## src/hdl/qrs_div_pipe.sv

```systemverilog
// ---------------------------------------------------------------------------
// qrs_div_pipe
// unsigned restoring divider, one quotient bit per register stage
// ---------------------------------------------------------------------------
`default_nettype none

module qrs_div_pipe #(
  parameter int NUM_WIDTH = 32,
  parameter int DEN_WIDTH = 16,
  parameter int SB_WIDTH  = 1
) (
  input  wire logic                 clk_i,
  input  wire logic                 rst_ni,
  input  wire logic                 en_i,
  input  wire logic                 valid_i,
  input  wire logic [NUM_WIDTH-1:0] num_i,
  input  wire logic [DEN_WIDTH-1:0] den_i,
  input  wire logic [SB_WIDTH-1:0]  sb_i,
  output logic                      valid_o,
  output logic [NUM_WIDTH-1:0]      quo_o,
  output logic [SB_WIDTH-1:0]       sb_o
);

  localparam int NW = NUM_WIDTH;
  localparam int DW = DEN_WIDTH;

  logic          vld_q [NW];
  logic [NW-1:0] nq_q  [NW];
  logic [DW-1:0] rem_q [NW];
  logic [DW-1:0] den_q [NW];
  logic [SB_WIDTH-1:0] sb_q [NW];

  for (genvar k = 0; k < NW; k++) begin : g_stage
    logic [NW-1:0]       nq_in;
    logic [DW-1:0]       rem_in, den_in;
    logic [SB_WIDTH-1:0] sb_in;
    logic                v_in;
    logic [DW:0]         trial, diff;
    logic                ge;

    if (k == 0) begin : g_first
      assign nq_in  = num_i;
      assign rem_in = '0;
      assign den_in = den_i;
      assign sb_in  = sb_i;
      assign v_in   = valid_i;
    end else begin : g_next
      assign nq_in  = nq_q[k-1];
      assign rem_in = rem_q[k-1];
      assign den_in = den_q[k-1];
      assign sb_in  = sb_q[k-1];
      assign v_in   = vld_q[k-1];
    end

    assign trial = {rem_in, nq_in[NW-1]};
    assign diff  = trial - {1'b0, den_in};
    assign ge    = trial >= {1'b0, den_in};

    always_ff @(posedge clk_i or negedge rst_ni) begin
      if (!rst_ni) begin
        vld_q[k] <= 1'b0;
      end else if (en_i) begin
        vld_q[k] <= v_in;
      end
    end

    always_ff @(posedge clk_i) begin
      if (en_i) begin
        nq_q[k]  <= {nq_in[NW-2:0], ge};
        rem_q[k] <= ge ? diff[DW-1:0] : trial[DW-1:0];
        den_q[k] <= den_in;
        sb_q[k]  <= sb_in;
      end
    end
  end

  assign valid_o = vld_q[NW-1];
  assign quo_o   = nq_q[NW-1];
  assign sb_o    = sb_q[NW-1];

endmodule

`default_nettype wire

```

## config.mk

```make
export PLATFORM = sky130hd
export DESIGN_NAME = qrs_div_pipe
export DESIGN_NICKNAME = d
export VERILOG_FILES = /design/src/hdl/qrs_div_pipe.sv
export SDC_FILE = /design/constraint.sdc
export NUM_CORES = 2
export LEC_CHECK = 0
export BUFFER_PORTS_ARGS = -buffer_cell sky130_fd_sc_hd__clkbuf_2
export CAP_MARGIN = 15
export CORE_ASPECT_RATIO = 0.75
export CORE_MARGIN = 8
export CORE_UTILIZATION = 50
export CTS_CLUSTER_SIZE = 24
export DETAILED_ROUTE_END_ITERATION = 7
export PLACE_DENSITY = 0.77
export SYNTH_ARGS = -nofsm -noshare
export SYNTH_HDL_FRONTEND = slang
export SYNTH_SLANG_ARGS = --single-unit
```

## constraint.sdc

```tcl
create_clock -name clk_i -period 6.34 [get_ports clk_i]
set_input_delay 1.268 -clock clk_i [delete_from_list [all_inputs] [get_ports clk_i]]
set_output_delay 1.268 -clock clk_i [all_outputs]
set_load 0.01 [all_outputs]
```

[Word-level counts from Yosys, hierarchy flattened]
Memory sizes are Yosys's and may differ from the RTL's.
Index checks and enable logic that the tools add are counted.
Storage, ports and cells
  logic and storage cells: 134
  register bits: 32
  output and inout bits: 34
  input bits: 53
  bits in writable memories: 2080
  memories kept: 4
Memories
  nq_q: words 32, width 32, read ports 32, clocked after memory_dff 0, write ports 32, line 28  | logic [NW-1:0] nq_q [NW];
  den_q: words 32, width 16, read ports 31, clocked after memory_dff 0, write ports 32, line 30  | logic [DW-1:0] den_q [NW];
  rem_q: words 32, width 16, read ports 31, clocked after memory_dff 0, write ports 32, line 29  | logic [DW-1:0] rem_q [NW];
  sb_q: words 32, width 1, read ports 32, clocked after memory_dff 0, write ports 32, line 31  | logic [SB_WIDTH-1:0] sb_q [NW];
Cells by class
  order comparisons: 32
  add/sub/neg operators: 32
  muxes and demuxes: 34
Operators with widths (count)
  $ge 17x16->1: 31
  $mux 16: 32
  $sub 16x16->16: 31
  $ge 1x16->1: 1
  $sub 1x16->16: 1
  $mux 1: 2

[Longest topological paths before layout]
An unclocked memory read counts as a cell.
  word-level depth: 3
  mapped depth: 12
  depth with buffers taken out: 11

[Least setup slack after synthesis]
Ideal clock, no wire load.
  kind: input-to-reg
  start point: input port num_i[31]
  end point: memory rem_q[0][0] (netlist bit), data pin
  setup time: 0.268 ns
  arrival time: 2.877 ns
  required time: 6.072 ns
  buffers on the path: 2
  setup slack: 3.196 ns
  cell stages on the path: 9
  cell sequence: inv_1 -> ha_1 -> clkbuf_1 -> inv_1 -> ha_1 -> a21oi_1 -> nor4_1 -> clkbuf_1 -> mux2i_1
RTL lines
  start, declared: line 16  | input wire logic [NUM_WIDTH-1:0] num_i,
  end, declared: line 29

==> summary.txt <==
Floorplan
  • Core area: 183000 µm²
  • Initial Util: 50.3%
  • DIE AREA: 198000 µm²
  • Top-Level Pins: 87
  • Row count: 136
  • Die Y: 388 µm
  • Chip width: 512 µm

Yosys
  • Mapped Area: 92100 µm²
  • Syn_area_per_cell: 14.5 µm²
  • Number of enable flip-flop cells after synthesis: 2048
  • Mapped Cells: 6372
  • Ys Warns: 0
  • Top_reg_cell synth: edfxtp_1
  • Asr flop ratio synth: 1.54%
  • Synth top area cells: edfxtp_1, ha_1, mux2_2
  • Register area share after synthesis: 67.6%
  • Post-synth top area share: 66.8%
  • Post-synthesis register bit count: 2080
  • Synth area leader: edfxtp_1
  • Synth unique cells: 102
  • Syn Nets: 6953

Drt
  • TritonRoute pass-1 iters: 8
  • Initial DRC count: 4593
  • Final ANT Viol Nets: 0
  • Post-Route M1 WL: 80700 µm
  • Met2 WL: 70600 µm
  • Metal3 WL: 10400 µm
  • Drt drc: 0
  • Drt total wl: 165000 µm
  • Total number of vias: 50.7k
  • Avg WL per Cell: 17.9 µm
  • Drt via density: 5.51
  • Top Metal Used: met4

Pwr
  • Cell internal pwr: 32900 µW
  • Combinational Power Share: 34.3%
  • P per Cell Area: 474 nW/µm²
  • Sw Ratio: 32.2%
  • Sequential Power Share: 41.4%
  • Clock Power Share: 24.2%
  • Net Sw Power: 15600 µW
  • Lkg Pwr: 0.0391 µW
  • VDD IR max: 0.000311 V

Worst setup path
  • Crit-path cells: ha_1, nand3_1, o21bai_1, a31oi_1, o311ai_1, a31oi_2, o2111ai_1, and3_1, mux2_2
  • Worst Path Class, Setup: register to register
  • Worst path max stage delay: 770 ps
  • CP arrival: 4170 ps
  • Critical path endpoint category: register
  • Worst setup SP type: register
  • CP required: 6890 ps
  • Slowest CP cell: and3_1
  • Crit Path Max Fanout: 17

Timing
  • Minimum clock period: 3620 ps
  • Slew Limit Fails: 0
  • Count of final hold-check violations: 0
  • Actual slew at the worst max-slew pin: 1090 ps
  • Fin Setup TNS: 0 ps
  • Max Freq: 276 MHz
  • Worst slew margin: 27.4%
  • Hold Slack: 383 ps
  • Final worst-path cycle share: 57.1%
  • Clock Skews: 58.5 ps
  • RSZ-0062 raised after global routing: no
  • Final setup violation count: 0

Layout
  • Area growth syn-to-layout: 11.0%
  • Nets: 7202
  • Share of cells above drive strength 1: 11.6%
  • Layout fillers: 14.2k

Global route
  • First-pass GRT wire length: 264000 µm
  • GR Util All Layers: 16.2%
  • Pin count of the biggest net entering global routing: 173
  • Global route total overflow: 0
  • Vias in the first global route: 49.0k
  • Initial antenna violation count: 3

Clocking
  • Clock transition at path regs: 70 ps
  • Clk Latency, worst-skew pair: 840 ps
  • Post-cts sizing count: 0
  • Postcts setup bufs: 0
  • Clock Tree Buf Depth: 3
  • CTS tree: built
  • Number of clock sinks: 2080
  • Hold buffers post-CTS: 0
  • CTS Buf Count: 197
  • Htree depth: 4
  • Clock root buffer: clkbuf_16

Outcome
  • Status: complete, no violations

Place
  • Port Buffers: 86
  • Detailed Place HPWL: 113000 µm
  • Gpl congestion: 0.902

Hold path
  • Worst Hold Class: register to register

Run
  • MaxCap Viol Count: 0
-- layout make-up --
cell class,count,area [µm²],share of cell area (%)
clock buffer,230,5060,4.95
inverter,627,2350,2.30
tap,2415,3020,2.95
antenna,1,2.50,0.00245
multi-input combinational,3581,27100,26.5
sequential,2080,62300,60.9
clock inverter,138,1490,1.45
timing repair buffer,134,967,0.946
-- synthesized netlist by cell type, drive strengths merged, types with 12 or more instances --
library cell  instances
nor2b                85
nand4                72
ha                  498
or3                  31
o211ai               29
o41ai                15
edfxtp             2048
inv                 625
xor2                123
mux2i                45
o21ai               312
and3                 20
buf                  37
a21boi               36
a211oi               34
o21bai               30
nand3                70
a21oi               392
clkbuf               47
o21a                 86
nor2                324
a21o                 97
a2111oi              15
o31a                 37
nand2b               57
or2                  13
and2                 23
mux2                287
o31ai                34
nor4                 22
nand2               293
nor3                 70
fa                   30
a211o                12
dfrtp                32
a31oi                36
xnor2               208
-- power groups by stage --
stage | clock [µW] | combinational (µW) | sequential, µW
after global routing | 12700 | 18500 | 20400
after floorplan | 0 | 13000 | 19700
after detailed placement | 0 | 16300 | 20400
after global placement | 0 | 15700 | 20300
final | 11800 | 16600 | 20100
after CTS | 12100 | 16500 | 20100
-- final timing paths --
kind                                    endpoint  cells after the start         start  slack, ps
worst max-delay path                rem_q[1][18]                      9   rem_q[1][2]       2720
worst min-delay path                 nq_q[1][24]                      0  nq_q[0][503]        380
worst max register to register      rem_q[1][18]                      9   rem_q[1][2]       2720
worst min register to register       nq_q[1][24]                      0  nq_q[0][503]        380
max in group asynchronous       g_stage[20].v_in                      1        rst_ni       5360
min in group asynchronous        g_stage[2].v_in                      1        rst_ni        510
-- sequential cells by signal (all words and copies together), names as in the netlist --
signal	cells
den_q	496
g_stage.v_in	31
nq_q	1024
rem_q	496
sb_q	32
valid_o	1
-- layer usage --
layer,track usage (%),vias up
met3,3.18,282
met5,0,-
li1,-,24300
met4,3.91,0
met2,23.8,1415
met1,24.7,24700
-- through the flow --
stage                     util, %  cell area [µm²]  worst slack, ps  instances  power (µW)
after floorplan                 -            92100             3200       6372       32700
after global placement       52.3            95700             2520       8834       36000
after detailed placement     52.3            95700             2450       8835       36700
after CTS                    55.8           102000             2740       9203       48700
after global routing         55.9           102000             2530       9205       51500
final                        55.9           102000             2720       9206       48500
-- kinds of logic (layout without fill, tap and decap cells) --
group / Yosys count / after routing / share of synthesized area, %
AO/OA/AOI/OAI: 1261 / 1261 / 8.78
XOR/XNOR: 331 / 331 / 3.15
adder cells (fa/ha/maj): 528 / 528 / 7.42
buffers and inverters: 711 / 1129 / 3.03
flip-flops: 2080 / 2080 / 67.6
multiplexers: 332 / 332 / 4.04
other: 0 / 1 / 0
AND/OR/NAND/NOR: 1129 / 1129 / 5.94
-- cells in the final DEF (no fill, tap or decap), drive strengths merged, types with 208 or more instances in the layout --
cell type  synthesis  layout
clkbuf            47     315
xnor2            208     208
nor2             324     324
mux2             287     287
a21oi            392     392
ha               498     498
inv              625     634
edfxtp          2048    2048
nand2            293     293
o21ai            312     312
-- critical path, delay by kind of cell (launching register included) --
kind / cells / cell delay [ps]
compound gates: 5 / 1210
fa+ha+maj: 1 / 390
flops: 1 / 430
mux: 1 / 420
simple gates: 2 / 900
Power figures use the tool's default switching activity.
