===== config.mk =====
export PLATFORM = sky130hd
export DESIGN_NAME = qrs_sqrt_pipe
export DESIGN_NICKNAME = d
export VERILOG_FILES = /design/src/hdl/qrs_sqrt_pipe.sv
export SDC_FILE = /design/constraint.sdc
export NUM_CORES = 1
export LEC_CHECK = 0
export BUFFER_PORTS_ARGS = -buffer_cell sky130_fd_sc_hd__buf_2
export CORE_ASPECT_RATIO = 1.5
export CORE_UTILIZATION = 50
export CTS_CLUSTER_SIZE = 24
export DETAILED_ROUTE_END_ITERATION = 10
export MAX_ROUTING_LAYER = met4
export PLACE_DENSITY = 0.64
export SLEW_MARGIN = 20
export SYNTH_ARGS = -nofsm -noshare
export SYNTH_HDL_FRONTEND = slang
export SYNTH_SLANG_ARGS = --single-unit

===== constraint.sdc =====
create_clock -name clk_i -period 6.6 [get_ports clk_i]
set_clock_uncertainty 0.2 [all_clocks]
set_input_delay 1.32 -clock clk_i [delete_from_list [all_inputs] [get_ports clk_i]]
set_output_delay 1.32 -clock clk_i [all_outputs]
set_load 0.1 [all_outputs]

===== src/hdl/qrs_sqrt_pipe.sv =====
// ---------------------------------------------------------------------------
// qrs_sqrt_pipe
// floored integer square root, one root bit per register stage
// ---------------------------------------------------------------------------
`default_nettype none

module qrs_sqrt_pipe #(
  parameter int ROOT_BITS = 16,
  parameter int SB_WIDTH  = 1
) (
  input  wire logic                   clk_i,
  input  wire logic                   rst_ni,
  input  wire logic                   en_i,
  input  wire logic                   valid_i,
  input  wire logic [2*ROOT_BITS-1:0] rad_i,
  input  wire logic [SB_WIDTH-1:0]    sb_i,
  output logic                        valid_o,
  output logic [ROOT_BITS-1:0]        root_o,
  output logic [SB_WIDTH-1:0]         sb_o
);

  localparam int SW = ROOT_BITS;

  logic            vld_q  [SW];
  logic [2*SW-1:0] rad_q  [SW];
  logic [SW+1:0]   rem_q  [SW];
  logic [SW-1:0]   root_q [SW];
  logic [SB_WIDTH-1:0] sb_q [SW];

  for (genvar k = 0; k < SW; k++) begin : g_stage
    logic [2*SW-1:0]     rad_in;
    logic [SW+1:0]       rem_in;
    logic [SW-1:0]       root_in;
    logic [SB_WIDTH-1:0] sb_in;
    logic                v_in;
    logic [SW+1:0]       trem, trial;
    logic                ge;

    if (k == 0) begin : g_first
      assign rad_in  = rad_i;
      assign rem_in  = '0;
      assign root_in = '0;
      assign sb_in   = sb_i;
      assign v_in    = valid_i;
    end else begin : g_next
      assign rad_in  = rad_q[k-1];
      assign rem_in  = rem_q[k-1];
      assign root_in = root_q[k-1];
      assign sb_in   = sb_q[k-1];
      assign v_in    = vld_q[k-1];
    end

    assign trem  = {rem_in[SW-1:0], rad_in[2*SW-1 -: 2]};
    assign trial = {root_in, 2'b01};
    assign ge    = trem >= trial;

    always_ff @(posedge clk_i or negedge rst_ni) begin
      if (!rst_ni) begin
        vld_q[k] <= 1'b0;
      end else if (en_i) begin
        vld_q[k] <= v_in;
      end
    end

    always_ff @(posedge clk_i) begin
      if (en_i) begin
        rad_q[k]  <= {rad_in[2*SW-3:0], 2'b00};
        rem_q[k]  <= ge ? (trem - trial) : trem;
        root_q[k] <= {root_in[SW-2:0], ge};
        sb_q[k]   <= sb_in;
      end
    end
  end

  assign valid_o = vld_q[SW-1];
  assign root_o  = root_q[SW-1];
  assign sb_o    = sb_q[SW-1];

endmodule

`default_nettype wire


**After elaboration in Yosys (flattened, before gate mapping)**

Memory sizes are Yosys's and may differ from the RTL's.
Cells that the tools add are included.
Widths: inputs -> output; s select.

- Register bits after elaboration: 16
- Bits in writable memories: 1,040
- Bits of input ports: 37
- Output and inout bits: 18
- Memories: 4

Memories:

| name | words | bits a word | rd ports | clocked after memory_dff | wr ports | RTL line | source |
|---|---|---|---|---|---|---|---|
| rad_q | 16 | 30 | 15 | 0 | 16 | 25 | `logic [2*SW-1:0] rad_q [SW];` |
| rem_q | 16 | 18 | 15 | 0 | 16 | 26 | `logic [SW+1:0] rem_q [SW];` |
| root_q | 16 | 16 | 16 | 0 | 16 | 27 | `logic [SW-1:0] root_q [SW];` |
| sb_q | 16 | 1 | 16 | 0 | 16 | 28 | `logic [SB_WIDTH-1:0] sb_q [SW];` |

- Add/sub/neg operators: 16
- Magnitude comparators: 16
- Multiplexer cells: 18

Operators by type and width:

| kind | number |
|---|---|
| $mux 18 | 16 |
| $ge 18x18->1 | 15 |
| $sub 18x18->18 | 15 |
| $sub 2x1->3 const B | 1 |
| $ge 2x1->1 const B | 1 |
| $mux 1 | 2 |

**Depth between registers and ports, before layout**

An unclocked memory read counts as a cell.

- Depth after elaboration: 3
- Mapped depth: 12
- Mapped depth without buffers: 10

**Worst setup path after synthesis**

No wires, ideal clock.

- Path kind: register to register
- Start point: mem rem_q[12][1] (netlist bit)
- End point: mem rem_q[13][10] (netlist bit) (data pin)
- Setup time: 272 ps
- Arrival: 2,376 ps
- Required time: 6,128 ps
- Path slack: 3,752 ps
- Stages on the path, launching flop included: 12
- Buffers on the path: 2
- Clock period less this slack: 2,848 ps
- Path through: edfxtp_1 ha_1 o21ai_0 a21oi_1 o211ai_1 a31oi_1 o32a_1 o22a_1 buf_2 buf_2 o311ai_0 o21ai_0

RTL lines:

| element | RTL line |
|---|---|
| start, declared | 26 |

==> metrics.md <==
| Metric | Value |
|---|---|
| PD cells | `327 nW/µm²` |
| First-pass iteration count of the detailed router | `5` |
| Clock latency on the worst-skew pair | `620 ps` |
| Final setup TNS | `0 ps` |
| Fin crit period | `3710 ps` |
| DR WL/cell | `17.6 µm` |
| Initial DRC count | `810` |
| Worst-Margin Slew | `958 ps` |
| Die H | `293 µm` |
| Max Clk Rate | `270 MHz` |
| WHS Path Cells | `0` |
| Clk pin slew, worst setup/hold paths | `60 ps` |
| Vias in the first global route | `16700` |
| # hold bufs at CTS | `0` |
| Number of diodes | `0` |
| Register area | `18900 µm²` |
| H-tree levels | `2` |
| Clock sink total | `632` |
| Commonest cells in the netlist | `616 x edfxtp_1, 179 x inv_1, 152 x ha_1, 138 x a21oi_1, 136 x nor2_1` |
| MaxCap Viol Count | `0` |
| Syn Nets | `2244` |
| Core area | `55700 µm²` |
| Synth area leaders | `edfxtp_1 66%, ha_1 6.7%, xnor2_1 2.5%` |
| CTS buffer count | `58` |
| TritonCTS clock tree | `done` |
| Setup-failing EPs final | `0` |
| EDFF count, synth | `616` |
| Met3 Use GR | `2.54%` |
| Met1 global-route usage | `14.9%` |
| CP max FO | `20` |
| First-pass GRT wire length | `81000 µm` |
| Cell with the most instances after synthesis | `edfxtp_1` |
| Synth Register Bits | `632` |
| Final wirelength | `51100 µm` |
| Area Overhead vs Synth | `10.4%` |
| Multi-input gate area | `8540 µm²` |
| DRC viols | `0` |
| Die area | `57400 µm²` |
| Initial antenna violation count | `0` |
| HP Class | `flip-flop to flip-flop` |
| Post-DP HPWL | `36500 µm` |
| Setup bufs post-CTS | `0` |
| Total GRT Usage | `18.6%` |
| Syn Std Cell Area | `28200 µm²` |
| Post-CTS sizing | `0` |
| Layout cells sized above 1 | `9.02%` |
| Status | `finished, final reports clean` |
| Req. time, crit path | `6750 ps` |
| Via density | `5.49` |
| Largest delay share family, worst path | `compound AO/OA/AOI/OAI gates` |
| Post-route ant nets | `0` |
| Starting density of the core | `50.7%` |
| Synth top area share | `65.6%` |
| Synth Instances | `2055` |
| Leakage Power | `0.0121 µW` |
| Worst path slowest cell | `o22a_1` |
| IO buf count | `54` |
| Yosys warnings | `0` |
| VDD IR-drop max | `0.348 mV` |
| M2 GR Usage | `38.9%` |
| Setup crit end kind | `flip-flop` |
| Synth Area per Inst | `13.7 µm²` |
| Asr flop ratio synth | `2.53%` |
| Top Usage Layer GRT | `met2` |
| Crit path DAT | `3860 ps` |
| Max clock buf depth | `3` |
| Tcrit/Tclk final | `56.2%` |
| Normalized max-slew margin | `36.1%` |
| Synth area leader | `edfxtp_1` |
| Pins Over Slew Limit | `0` |
| Util after Layout | `55.9%` |
| GR Overflow Total | `0` |
| FILL cells | `4460` |
| CP bufs+invs | `0` |
| Post-synthesis cell type count | `68` |
| Seq/Total Area, Yosys | `67.0%` |
| Stages on worst setup path | `8` |
| Endpoints failing hold | `0` |
| RD Place Congestion | `0.937` |
| IO Count | `55` |
| Num rows | `106` |
| Root Driver | `clkbuf_16` |
| Largest stage delay, worst path | `780 ps` |
| Largest net degree at the start of global routing | `125` |
| Final Net Count | `2340` |
| Die width | `196 µm` |
| Crit start category | `flip-flop` |
| Post-synth top flop | `edfxtp_1` |
| R2R depth | `8` |
| CP cell instances | `ha_1 > o21ai_0 > a21oi_1 > o211ai_1 > a31oi_1 > o32a_1 > o22a_1 > mux2_2` |
| RSZ-0062 raised after global routing | `no` |
| Critical path type | `flip-flop to flip-flop` |
| Routed via count | `15900` |
[flip-flops by register name, indices dropped and copies added (netlist names)]
signal and cells:
root_q 136, rad_q 240, valid_o 1, sb_q 16, rem_q 224, g_stage.v_in 15
[report_power, final]
| part | switching [µW] | internal (µW) |
|---|---|---|
| clock network | 1420 | 1770 |
| logic | 1000 | 732 |
| registers | 250 | 5010 |
| total | 2670 | 7510 |
[final timing paths]
path	startpoint	to	slack, ps
worst max-delay path	rem_q[12][2]	rem_q[13][8]	2890
worst min-delay path	rad_q[0][197]	rad_q[0][229]	210
worst max register to register	rem_q[12][2]	rem_q[13][8]	2890
worst min register to register	rad_q[0][197]	rad_q[0][229]	210
max in group asynchronous	rst_ni	g_stage[7].v_in	5530
min in group asynchronous	rst_ni	g_stage[14].v_in	400
[layer usage]
layer	part of all wire [%]	routed length, µm
met1	32	16100
met2	61	31000
met3	2.7	1370
met4	5.2	2650
met5	0	0
[layout make-up]
class	instances	share of cell area (%)
clock buffer	86	5.07
inverter	180	2.17
clock inverter	17	0.623
timing repair buffer	61	1.23
tap	702	2.82
multi-input combinational	1218	27.4
sequential	632	60.7
[logic make-up after synthesis]
kind of cell | Yosys count | share of synthesized area [%]
XOR/XNOR | 157 | 4.87
buffers and inverters | 205 | 2.77
AO/OA/AOI/OAI | 377 | 8.20
adder cells (fa/ha/maj) | 152 | 6.74
AND/OR/NAND/NOR | 483 | 8.51
other | 1 | 0.0133
multiplexers | 48 | 1.91
flip-flops | 632 | 67.0
[layout by cell type (no fill, tap or decap), types with 8 or more instances in the layout]
cell	synthesis	final
edfxtp_1	616	616
inv_1	179	179
ha_1	152	152
a21oi_1	138	138
nor2_1	136	136
nand2_1	94	94
o21ai_0	84	84
xnor2_1	82	82
xor2_1	75	75
clkbuf_16	0	59
nor3_1	55	55
buf_2	3	53
mux2_2	46	46
nand2b_1	35	35
o21a_1	35	35
nand3_1	28	28
a21o_1	27	27
clkbuf_1	18	27
or3_1	23	23
nor2b_1	21	21
nand4_1	18	18
dfrtp_1	16	16
nor4_1	15	15
or2_2	13	13
a211oi_1	12	12
o211ai_1	12	12
o31ai_1	10	10
and2_1	10	10
o21bai_1	9	9
or4_1	9	9
a31oi_1	8	8
[worst reg2reg max path, delay by kind of cell, from the launching register on]
| kind | cells | cell delay [ps] |
|---|---|---|
| mux | 1 | 430 |
| fa+ha+maj | 1 | 400 |
| compound gates | 6 | 1990 |
| flops | 1 | 410 |
[metrics by stage]
stage                     cells  worst slack [ps]  hold WS (ps)  area (µm²)  power, µW
after floorplan            2055              3750           200       28200       6540
after global placement     2793              2970           200       29400       7000
after detailed placement   2793              2880           205       29400       7080
after CTS                  2896              2870           211       31100      10300
after global routing       2896              2680           218       31100      10700
final                      2896              2890           212       31100      10200
Power figures use the tool's default switching activity.
