## config.mk

```make
export PLATFORM = sky130hd
export DESIGN_NAME = qrs_prep
export DESIGN_NICKNAME = d
export VERILOG_FILES = /design/src/hdl/qrs_pkg.sv /design/src/hdl/qrs_prep.sv
export SDC_FILE = /design/constraint.sdc
export NUM_CORES = 1
export LEC_CHECK = 0
export ABC_CLOCK_PERIOD_IN_PS = 7400
export BUFFER_PORTS_ARGS = -buffer_cell sky130_fd_sc_hd__buf_2
export CORE_MARGIN = 4
export CORE_UTILIZATION = 30
export DETAILED_ROUTE_END_ITERATION = 6
export REMOVE_ABC_BUFFERS = 1
export SLEW_MARGIN = 5
export SYNTH_ARGS = -nofsm -noshare
export SYNTH_HDL_FRONTEND = slang
export SYNTH_SLANG_ARGS = --single-unit
export TNS_END_PERCENT = 100
```

## constraint.sdc

```tcl
create_clock -name clk_i -period 7.4 [get_ports clk_i]
set_clock_uncertainty 0.15 [all_clocks]
set_input_delay 0.37 -clock clk_i [delete_from_list [all_inputs] [get_ports clk_i]]
set_output_delay 0.37 -clock clk_i [all_outputs]
set_load 0.02 [all_outputs]
```

## src/hdl/qrs_pkg.sv

```systemverilog
// ---------------------------------------------------------------------------
// qrs_pkg
// shared constants and types of the quadratic root solver
// ---------------------------------------------------------------------------
`default_nettype none

package qrs_pkg;

  localparam int COEF_WIDTH_DEF = 16;
  localparam int FRAC_BITS_DEF  = 16;
  localparam int ROOT_WIDTH     = 48;
  localparam int COUNT_WIDTH    = 2;

  localparam logic [COUNT_WIDTH-1:0] CNT_NONE = 2'd0;
  localparam logic [COUNT_WIDTH-1:0] CNT_ONE  = 2'd1;
  localparam logic [COUNT_WIDTH-1:0] CNT_TWO  = 2'd2;

  typedef enum logic [2:0] {
    KIND_NONE,
    KIND_ZERO,
    KIND_LIN,
    KIND_PURE,
    KIND_TWO,
    KIND_DOUBLE
  } kind_e;

  typedef struct packed {
    kind_e kind;
    logic  neg_a;
  } ctl_t;

endpackage

`default_nettype wire

```

## src/hdl/qrs_prep.sv

```systemverilog
// ---------------------------------------------------------------------------
// qrs_prep
// two stages: magnitudes and products, then discriminant and case decode
// ---------------------------------------------------------------------------
`default_nettype none

module qrs_prep
  import qrs_pkg::*;
#(
  parameter int COEF_WIDTH = COEF_WIDTH_DEF
) (
  input  wire logic                         clk_i,
  input  wire logic                         rst_ni,
  input  wire logic                         en_i,
  input  wire logic                         valid_i,
  input  wire logic signed [COEF_WIDTH-1:0] a_i,
  input  wire logic signed [COEF_WIDTH-1:0] b_i,
  input  wire logic signed [COEF_WIDTH-1:0] c_i,
  output logic                              valid_o,
  output ctl_t                              ctl_o,
  output logic [2*COEF_WIDTH:0]             d_o,
  output logic [COEF_WIDTH-1:0]             mag_a_o,
  output logic [COEF_WIDTH-1:0]             mag_c_o,
  output logic signed [COEF_WIDTH-1:0]      b_o
);

  localparam int CW = COEF_WIDTH;

  logic [CW-1:0] ma, mb, mc;

  logic                 v1_q;
  logic [CW-1:0]        ma_q, mc_q;
  logic signed [CW-1:0] b1_q;
  logic [2*CW-1:0]      bb_q, ac_q;
  logic                 az_q, bz_q, cz_q, na_q, nc_q;

  logic [2*CW+1:0] bbx, ac4, dsum, ddif;
  logic            opp;
  kind_e           kind;

  logic                 v2_q;
  ctl_t                 ctl_q;
  logic [2*CW:0]        d_q;
  logic [CW-1:0]        ma2_q, mc2_q;
  logic signed [CW-1:0] b2_q;

  always_comb begin
    ma = a_i[CW-1] ? (~a_i + 1'b1) : a_i;
    mb = b_i[CW-1] ? (~b_i + 1'b1) : b_i;
    mc = c_i[CW-1] ? (~c_i + 1'b1) : c_i;
  end

  always_ff @(posedge clk_i or negedge rst_ni) begin
    if (!rst_ni) begin
      v1_q <= 1'b0;
      v2_q <= 1'b0;
    end else if (en_i) begin
      v1_q <= valid_i;
      v2_q <= v1_q;
    end
  end

  always_ff @(posedge clk_i) begin
    if (en_i) begin
      ma_q <= ma;
      mc_q <= mc;
      b1_q <= b_i;
      bb_q <= (2*CW)'(mb) * (2*CW)'(mb);
      ac_q <= (2*CW)'(ma) * (2*CW)'(mc);
      az_q <= (a_i == '0);
      bz_q <= (b_i == '0);
      cz_q <= (c_i == '0);
      na_q <= a_i[CW-1];
      nc_q <= c_i[CW-1];
    end
  end

  always_comb begin
    bbx  = {2'b00, bb_q};
    ac4  = {ac_q, 2'b00};
    dsum = bbx + ac4;
    ddif = bbx - ac4;
    opp  = na_q ^ nc_q;
    if (az_q) begin
      kind = KIND_NONE;
    end else if (bz_q && cz_q) begin
      kind = KIND_ZERO;
    end else if (cz_q) begin
      kind = KIND_LIN;
    end else if (bz_q) begin
      kind = opp ? KIND_PURE : KIND_NONE;
    end else if (opp || (bbx > ac4)) begin
      kind = KIND_TWO;
    end else if (bbx == ac4) begin
      kind = KIND_DOUBLE;
    end else begin
      kind = KIND_NONE;
    end
  end

  always_ff @(posedge clk_i) begin
    if (en_i) begin
      ctl_q.kind  <= kind;
      ctl_q.neg_a <= na_q;
      d_q         <= opp ? dsum[2*CW:0] : ddif[2*CW:0];
      ma2_q       <= ma_q;
      mc2_q       <= mc_q;
      b2_q        <= b1_q;
    end
  end

  assign valid_o = v2_q;
  assign ctl_o   = ctl_q;
  assign d_o     = d_q;
  assign mag_a_o = ma2_q;
  assign mag_c_o = mc2_q;
  assign b_o     = b2_q;

endmodule

`default_nettype wire

```

* Word-level counts from Yosys, hierarchy flattened
Index checks and enable logic that the tools add are counted.
** Operators by class
- $add $sub $neg :: 5
- Equality and inequality tests :: 1
- Reductions and logical operators :: 7
- $mul :: 2
- Mux-type cells :: 10
- Order comparisons :: 1
- Bitwise operators :: 4
** Operator list (count)
- $mul A16 B16 Y32 :: 2
- $add A16 B1 Y16 const B :: 3
- $logic_not A16 Y1 :: 3
- $mux W16 :: 3
- $not A16 Y16 :: 3
- $eq A32 B34 Y1 :: 1
- $gt A32 B34 Y1 :: 1
- $add A32 B33 Y33 :: 1
- $mux W33 :: 1
- $sub A32 B33 Y33 :: 1
- $mux W3 :: 3
- $mux W2 :: 2
- $reduce_or A3 Y1 :: 1
- $reduce_or A2 Y1 :: 1
- $logic_and A1 B1 Y1 :: 1
- $logic_or A1 B1 Y1 :: 1
- $mux W1 :: 1
- $xor A1 B1 Y1 :: 1
** Word-level totals
- Flip-flop bits (word level) :: 204
- Output and inout bits :: 86
- Input port bits :: 52
- Word-level logic and storage cells :: 50

* Longest topological paths before layout
Gate-level depths: netlist (run 1).
- Depth in word-level cells :: 6
- Mapped depth :: 32
- Depth with buffers taken out :: 30

* Worst setup path before layout (run 1)
No wires, ideal clock.
- Path type :: input to register
- Start point :: in c_i[0]
- End point :: reg ac_q[29] (data pin)
- Data arrival time :: 7397 ps
- Library setup time :: 262 ps
- Buffers on the path :: 1
- Stages on the path :: 27
- Required time :: 6988 ps
- Path slack :: -409 ps
- Path through :: or2_1 > or4_1 > or2_1 > o41ai_1 > xnor2_1 > clkbuf_1 > nand2_1 > fa_1 > inv_1 > fa_1 > inv_1 > fa_1 > inv_1 > fa_1 > fa_1 > inv_1 > fa_1 > inv_1 > ha_1 > and4_1 > and3_1 > a2111oi_2 > o21ai_1 > a221o_1 > a31oi_1 > o21ai_1 > xor2_1
** Between the ends
- Cells in the longest elaborated chain, start to end :: 4
** RTL lines
- start, declared :: line qrs_prep.sv:18 : input wire logic signed [COEF_WIDTH-1:0] c_i,
- $not A16 Y16 :: line qrs_prep.sv:50 : mc = c_i[CW-1] ? (~c_i + 1'b1) : c_i;
- $add A16 B1 Y16 :: line qrs_prep.sv:50
- $mux W16 :: line qrs_prep.sv:50
- named net mc[9] :: line qrs_prep.sv:29 : logic [CW-1:0] ma, mb, mc;
- $mul A16 B16 Y32 :: line qrs_prep.sv:69 : ac_q <= (2*CW)'(ma) * (2*CW)'(mc);
- end signal, assigned :: line qrs_prep.sv:69
- end, declared :: line qrs_prep.sv:34 : logic [2*CW-1:0] bb_q, ac_q;
The timed path passes the listed nets, and every way through them passes these cells.
A chain may end at the register's enable or synchronous reset.

* Worst setup path after layout (run 1)
- Start point :: in c_i[0]
- End point :: reg ac_q[30] (data pin)
** Between the ends
- Cells in the longest elaborated chain, start to end :: 4
** RTL lines (line)
- $not A16 Y16 :: qrs_prep.sv:50
- $add A16 B1 Y16 :: qrs_prep.sv:50
- $mux W16 * :: qrs_prep.sv:50
- $mul A16 B16 Y32 * :: qrs_prep.sv:69
Mark *: on every way between the ends. The rest lies on a longest branch, timed or not.

==> results of run 1 <==
## worst min-delay path by stage
stage	startpoint	cells after the start	to
6_report	b_i[5]	2	b1_q[5]$_DFFE_PP_
5_1_grt	b_i[5]	2	b1_q[5]$_DFFE_PP_
4_1_cts	b_i[5]	2	b1_q[5]$_DFFE_PP_
3_5_place_dp	rst_ni	1	v1_q$_DFFE_PN0P_
3_3_place_gp	rst_ni	1	v1_q$_DFFE_PN0P_
2_1_floorplan	rst_ni	0	v1_q$_DFFE_PN0P_
## cell usage in the layout (no fill, tap or decap), drive strengths merged, types with 20 or more instances in the layout
cell type | Yosys | layout
inv | 527 | 532
buf | 9 | 474
fa | 359 | 359
ha | 264 | 264
nand2 | 247 | 247
nor2 | 242 | 242
edfxtp | 198 | 198
xnor2 | 113 | 113
a21oi | 85 | 85
o21ai | 62 | 62
a21o | 60 | 60
xor2 | 52 | 52
nand3 | 27 | 27
o21a | 20 | 20
## through the flow
stage	hold slack (ns)	utilization (%)	TNS [ns]
after floorplan	-0.07559	-	-2.189
after global placement	0.005578	35.37	-6.929
after detailed placement	0.005098	35.37	-9.239
after CTS	0.005199	36.26	0
after global routing	0.02633	36.88	-0.7836
final	0.04858	36.88	0
## worst register-to-register path: stages, from the launching register on
cell,delay (ns)
edfxtp_1,0.46
inv_1,0.11
ha_1,0.19
nand2_1,0.07
nor3_1,0.74
and3_1,0.36
nor2_1,0.07
xnor2_1,0.14
ha_1,0.40
nand3_1,0.21
a2111oi_1,0.48
or4_1,0.23
o211ai_2,0.15
nor3_1,0.36
nor2_1,0.11
xnor2_1,0.33
## state kept, by name, summed over array words and instances, names as in the netlist
register	flops
ac_q	32
d_o	32
bb_q	30
b1_q	16
ma_q	16
mag_a_o	16
mag_c_o	16
mc_q	16
b_o	15
ctl_o	4
az_q	1
bz_q	1
cz_q	1
na_q	1
nc_q	1
v1_q	1
valid_o	1
## final cells by class
cell class	count	area, sq um	share of cell area (%)
clock buffers	18	429.2	1.393
clock inverters	14	158.9	0.5156
multi-input cells	1762	17460	56.66
well taps	1080	1351	4.385
repair buffers	488	3390	11.00
diodes	4	10.01	0.03248
flip-flops and latches	200	5996	19.46
inverters	537	2023	6.565
## metal layers
layer	up-vias	wire, microns	global-route usage [%]
li1	9100	-	-
met1	9436	27120	18.72
met2	417	29800	23.75
met3	108	3923	3.738
met4	8	2242	5.673
met5	-	46	0
## cells by family after synthesis
logic type,share of synthesized area (%)
flops,23.77
fa+ha+maj,41.59
other cells,0.02977
mux,0.1290
xor+xnor,5.967
buf+inv,8.864
compound gates,8.924
simple gates,10.73
## repair_timing
item,4_1_cts,5_1_grt
pin swaps,1,40
hold endpoints to repair,13,0
hold buffers,13,0
buffers inserted,2,12
setup endpoints to repair,7,22
gates resized for setup,2,86
==> flow_metrics.py, run 1 <==
metrics = {
    "cts": {
        "clk_pin_slew_ns": 0.08,
        "cts_root_buf": "clkbuf_16",
        "cts.sinks": 200,
        "clock_latency_ns": 0.51,
        "cts_tree": "done",
        "cts_buffer_depth": 2,
        "cts_max_level": 4,
        "cts_buffers": 17,
    },
    "setup_path": {
        "crit_path_top_delay_cell": "fa_1",
        "path_common_cell": "fa_1",
        "cp.required_ns": 7.50,
        "critical_path_arrival_ns": 7.30,
        "worst-path-stages": 28,
        "timing.critical_path.to_type": "flop",
        "reg2reg_slack_ns": 2.60,
        "r2r-end": "d_o[28]$_DFFE_PP_",
        "startpoint_type": "input port",
        "cp_max_fo": 5,
        "crit_path_max_incr_delay_ns": 0.55,
        "cp_top_family": "adder cells",
        "cp-endpoint": "ac_q[30]$_DFFE_PP_",
        "crit_type": "input port to flop",
        "crit_buf_inv": 7,
        "critPathLaunch": "c_i[0]",
        "r2r_cells": 15,
        "timing.rr.start": "ac_q[0]$_DFFE_PP_",
    },
    "job": {
        "maxCapViolCount": 0,
    },
    "logic_synthesis": {
        "avgSynthCellArea_sq_um": 9.923,
        "synth_cell_type_count": 73,
        "synth-edff-count": 198,
        "ys_ff_latch": 200,
        "synth_top_cell_by_area": "fa_1",
        "syn_area_sq_mm": 0.02522,
        "yosys-top-cells-count": "519 x inv_1, 359 x fa_1, 264 x ha_1, 247 x nand2_1, 242 x nor2_1",
        "synth_top_area_share_pct": 28.49,
        "syn_inst": 2542,
        "yosysSeqAreaShare_pct": 23.77,
        "synth-main-ff-cell": "edfxtp_1",
        "yosys_warnings": 0,
        "synth.most_common_cell": "inv_1",
        "yosys-top-cells-area": "fa_1 28%, edfxtp_1 24%, ha_1 13%, inv_1 7.7%, xnor2_1 3.9%",
        "ys_async_sr_fraction_pct": 1.000,
    },
    "sta": {
        "slew_headroom_pct": 31.62,
        "hold_viol_final": 0,
        "setup_viol": 0,
        "post-route-period-util_pct": 97.25,
        "worst_slack_ns": 0.2038,
        "max_freq_ghz": 0.1390,
        "fin_crit_ns": 7.196,
        "tightest_slew_ns": 1.016,
        "drv_slew": 0,
    },
    "status": {
        "violations": "DRC",
        "status": "finished, violations left",
    },
    "die": {
        "die-width_microns": 298.0,
        "initial_utilization_pct": 30.19,
        "dieArea_sq_mm": 0.08878,
        "chipHeight_microns": 298.0,
        "rows": 106,
        "core_area_sq_mm": 0.08356,
        "io_pins": 138,
    },
    "route": {
        "vias": 19070,
        "drtIter0Drc": 1194,
        "routed_wl_mm": 63.13,
        "dr.pass1.iters": 7,
        "wl_per_cell_microns": 15.39,
        "drc": 3,
        "viasPerCell": 4.648,
        "ant_nets": 0,
    },
    "place": {
        "io_buffer_count": 136,
        "dp_slack_ns": -0.6932,
        "hpwlAfterDp_mm": 53.35,
        "routabilityCongestion": 0.8991,
        "placed_area_sq_mm": 0.02955,
        "dpl.cell_count": 4040,
    },
    "cells_and_area": {
        "area_delta_synth_final_pct": 22.18,
        "drive_above_1_share_pct": 20.21,
        "fin_area_sq_mm": 0.03082,
        "layout.nets": 3681,
        "finalNonFillerCells": 4103,
        "n_fill_cell": 8409,
    },
    "global_routing": {
        "grt.total_usage_pct": 14.61,
        "grt-ovfl-total": 0,
        "first_global_vias": 19730,
        "grt_pass1_wl_mm": 102.8,
        "grt_max_degree": 90,
        "antenna_found_initial": 10,
    },
    "min_path": {
        "min_path_type": "input port to flop",
    },
}
Power of run 1 is left out: the tool's default activity adds up to more than one toggle a clock period on the data nets, which glitch-free logic cannot reach.
==> run 2: changes to the inputs <==
--- a/config.mk
+++ b/config.mk
@@ -7,6 +7,7 @@
 export LEC_CHECK = 0
 export ABC_CLOCK_PERIOD_IN_PS = 7400
 export BUFFER_PORTS_ARGS = -buffer_cell sky130_fd_sc_hd__buf_2
+export CORE_ASPECT_RATIO = 0.8
 export CORE_MARGIN = 4
 export CORE_UTILIZATION = 30
 export DETAILED_ROUTE_END_ITERATION = 6
==> run 2 against run 1 <==
The flow now finishes without violations. Critical path depth rose by 3. Cell count rose by 1.2%. Non-clock buffer count rose by 29. Critical path type unchanged. Design area rose by 1.4%. First-iteration DRC count fell by 8.8%. Routed wire length rose by 3.4%.
==> flow_metrics.py, run 2 (synthesis gave the netlist of run 1 again) <==
metrics = {
    "status": {
        "status": "completed",
    },
    "die": {
        "rows": 94,
        "dieArea_sq_mm": 0.08881,
        "core_area_sq_mm": 0.08280,
        "initial_utilization_pct": 30.46,
        "io_pins": 138,
        "chipHeight_microns": 267.4,
        "die-width_microns": 332.2,
    },
    "setup_path": {
        "critical_path_arrival_ns": 7.42,
        "timing.critical_path.to_type": "flop",
        "reg2reg_slack_ns": 2.71,
        "cp.required_ns": 7.48,
        "timing.rr.start": "ac_q[0]$_DFFE_PP_",
        "path_common_cell": "fa_1",
        "crit_path_top_delay_cell": "fa_2",
        "crit_type": "input port to flop",
        "startpoint_type": "input port",
        "cp_max_fo": 4,
        "crit_path_max_incr_delay_ns": 0.55,
        "r2r_cells": 15,
        "r2r-end": "d_o[30]$_DFFE_PP_",
    },
    "sta": {
        "fin_hold_ws_ns": 0.04265,
        "fin_crit_ns": 7.340,
        "drv_slew": 0,
        "rsz0062_at_grt": "yes",
        "worst_slack_ns": 0.06036,
        "max_freq_ghz": 0.1362,
        "hold_viol_final": 0,
        "setup_viol": 0,
        "slew_headroom_pct": 28.39,
        "tightest_slew_ns": 1.074,
        "post-route-period-util_pct": 99.18,
    },
    "route": {
        "vias": 19220,
        "drc": 0,
        "routed_wl_mm": 65.27,
        "drtIter0Drc": 1089,
        "viasPerCell": 4.627,
        "dr.pass1.iters": 5,
        "wl_per_cell_microns": 15.71,
        "ant_nets": 0,
    },
    "place": {
        "dp_slack_ns": -0.7239,
        "io_buffer_count": 136,
        "dpl.cell_count": 4088,
        "hpwlAfterDp_mm": 55.35,
        "routabilityCongestion": 0.8999,
    },
    "cells_and_area": {
        "regArea_sq_mm": 0.005996,
        "area_delta_synth_final_pct": 23.95,
        "multiInputGateArea_sq_mm": 0.01762,
        "layout_common_cells": "507 x inv_1, 366 x buf_4, 357 x fa_1, 256 x ha_1",
        "finalNonFillerCells": 4154,
        "layout.nets": 3710,
        "layout_commonest_cell": "inv_1",
        "drive_above_1_share_pct": 21.75,
        "n_fill_cell": 8323,
    },
    "global_routing": {
        "grt_pass1_wl_mm": 104.8,
        "antenna_found_initial": 5,
        "grt.total_usage_pct": 14.97,
        "grt-ovfl-total": 0,
        "grt_max_degree": 118,
        "first_global_vias": 19590,
    },
    "min_path": {
        "min_to": "b1_q[11]$_DFFE_PP_",
        "holdPathStages": 2,
        "hp-start": "b_i[11]",
        "min_path_type": "input port to flop",
    },
    "cts": {
        "cts_root_buf": "clkbuf_16",
        "clk_pin_slew_ns": 0.07,
        "cts_max_level": 4,
        "cts_tree": "done",
        "cts.sinks": 200,
        "cts_buffer_depth": 2,
        "cts_buffers": 17,
        "clock_latency_ns": 0.49,
    },
    "job": {
        "maxCapViolCount": 0,
    },
}
## run 2: changes by cell type in the layout (fill, tap and decap cells not counted), sizes merged
cell,change
bufinv,+1
inv,-1
dlygate4sd3,-6
diode,-2
buf,+36
clkinvlp,-1
## run 2: metrics by stage
step,setup TNS [ns],util [%],area (sq um)
3_5_place_dp,-9.983,35.99,29800
4_1_cts,0,36.85,30510
6_report,0,37.76,31270
5_1_grt,-0.6728,37.75,31260
2_1_floorplan,-2.189,-,25040
3_3_place_gp,-9.884,35.99,29800
## run 2: how the worst max path moves through the flow
stage / startpoint / end / slack [ns] / cells past startpoint
final: a_i[4] / ac_q[22]$_DFFE_PP_ / 0.06 / 31
after global routing: a_i[4] / ac_q[22]$_DFFE_PP_ / -0.17 / 31
after CTS: a_i[3] / ac_q[31]$_DFFE_PP_ / 0.02 / 29
after detailed placement: a_i[3] / ac_q[29]$_DFFE_PP_ / -0.72 / 28
after global placement: a_i[3] / ac_q[29]$_DFFE_PP_ / -0.74 / 28
after floorplan: c_i[0] / ac_q[29]$_DFFE_PP_ / -0.41 / 27
## run 2: final cells by class
type                    count  area share (%)
diodes                      2         0.01601
clock buffers              19           1.385
clock inverters            13          0.4602
inverters                 537           6.467
multi-input cells        1762           56.37
flip-flops and latches    200           19.18
well taps                1104           4.418
repair buffers            517           11.71
## run 2: what timing repair did
action	4_1_cts	5_1_grt
setup endpoints to repair	8	21
hold buffers	7	0
pin swaps	5	77
resized for setup	9	122
endpoints found under the hold margin	7	0
setup buffers	3	23
## run 2: worst max-delay path, delay by kind of cell
kind            cells  cell delay [ns]
compound gates      5             1.48
fa+ha+maj           7             3.33
simple gates        7             0.93
buf+inv            10             1.07
xor+xnor            2             0.25
## run 2: layer usage
layer / up-vias / GRT usage, % / wire length, microns
met5: - / 0 / 13
li1: 9158 / - / -
met2: 450 / 22.99 / 28930
met3: 71 / 3.639 / 4311
met4: 2 / 3.882 / 1247
met1: 9541 / 21.23 / 30770
Power of run 2 is left out for the same reason.
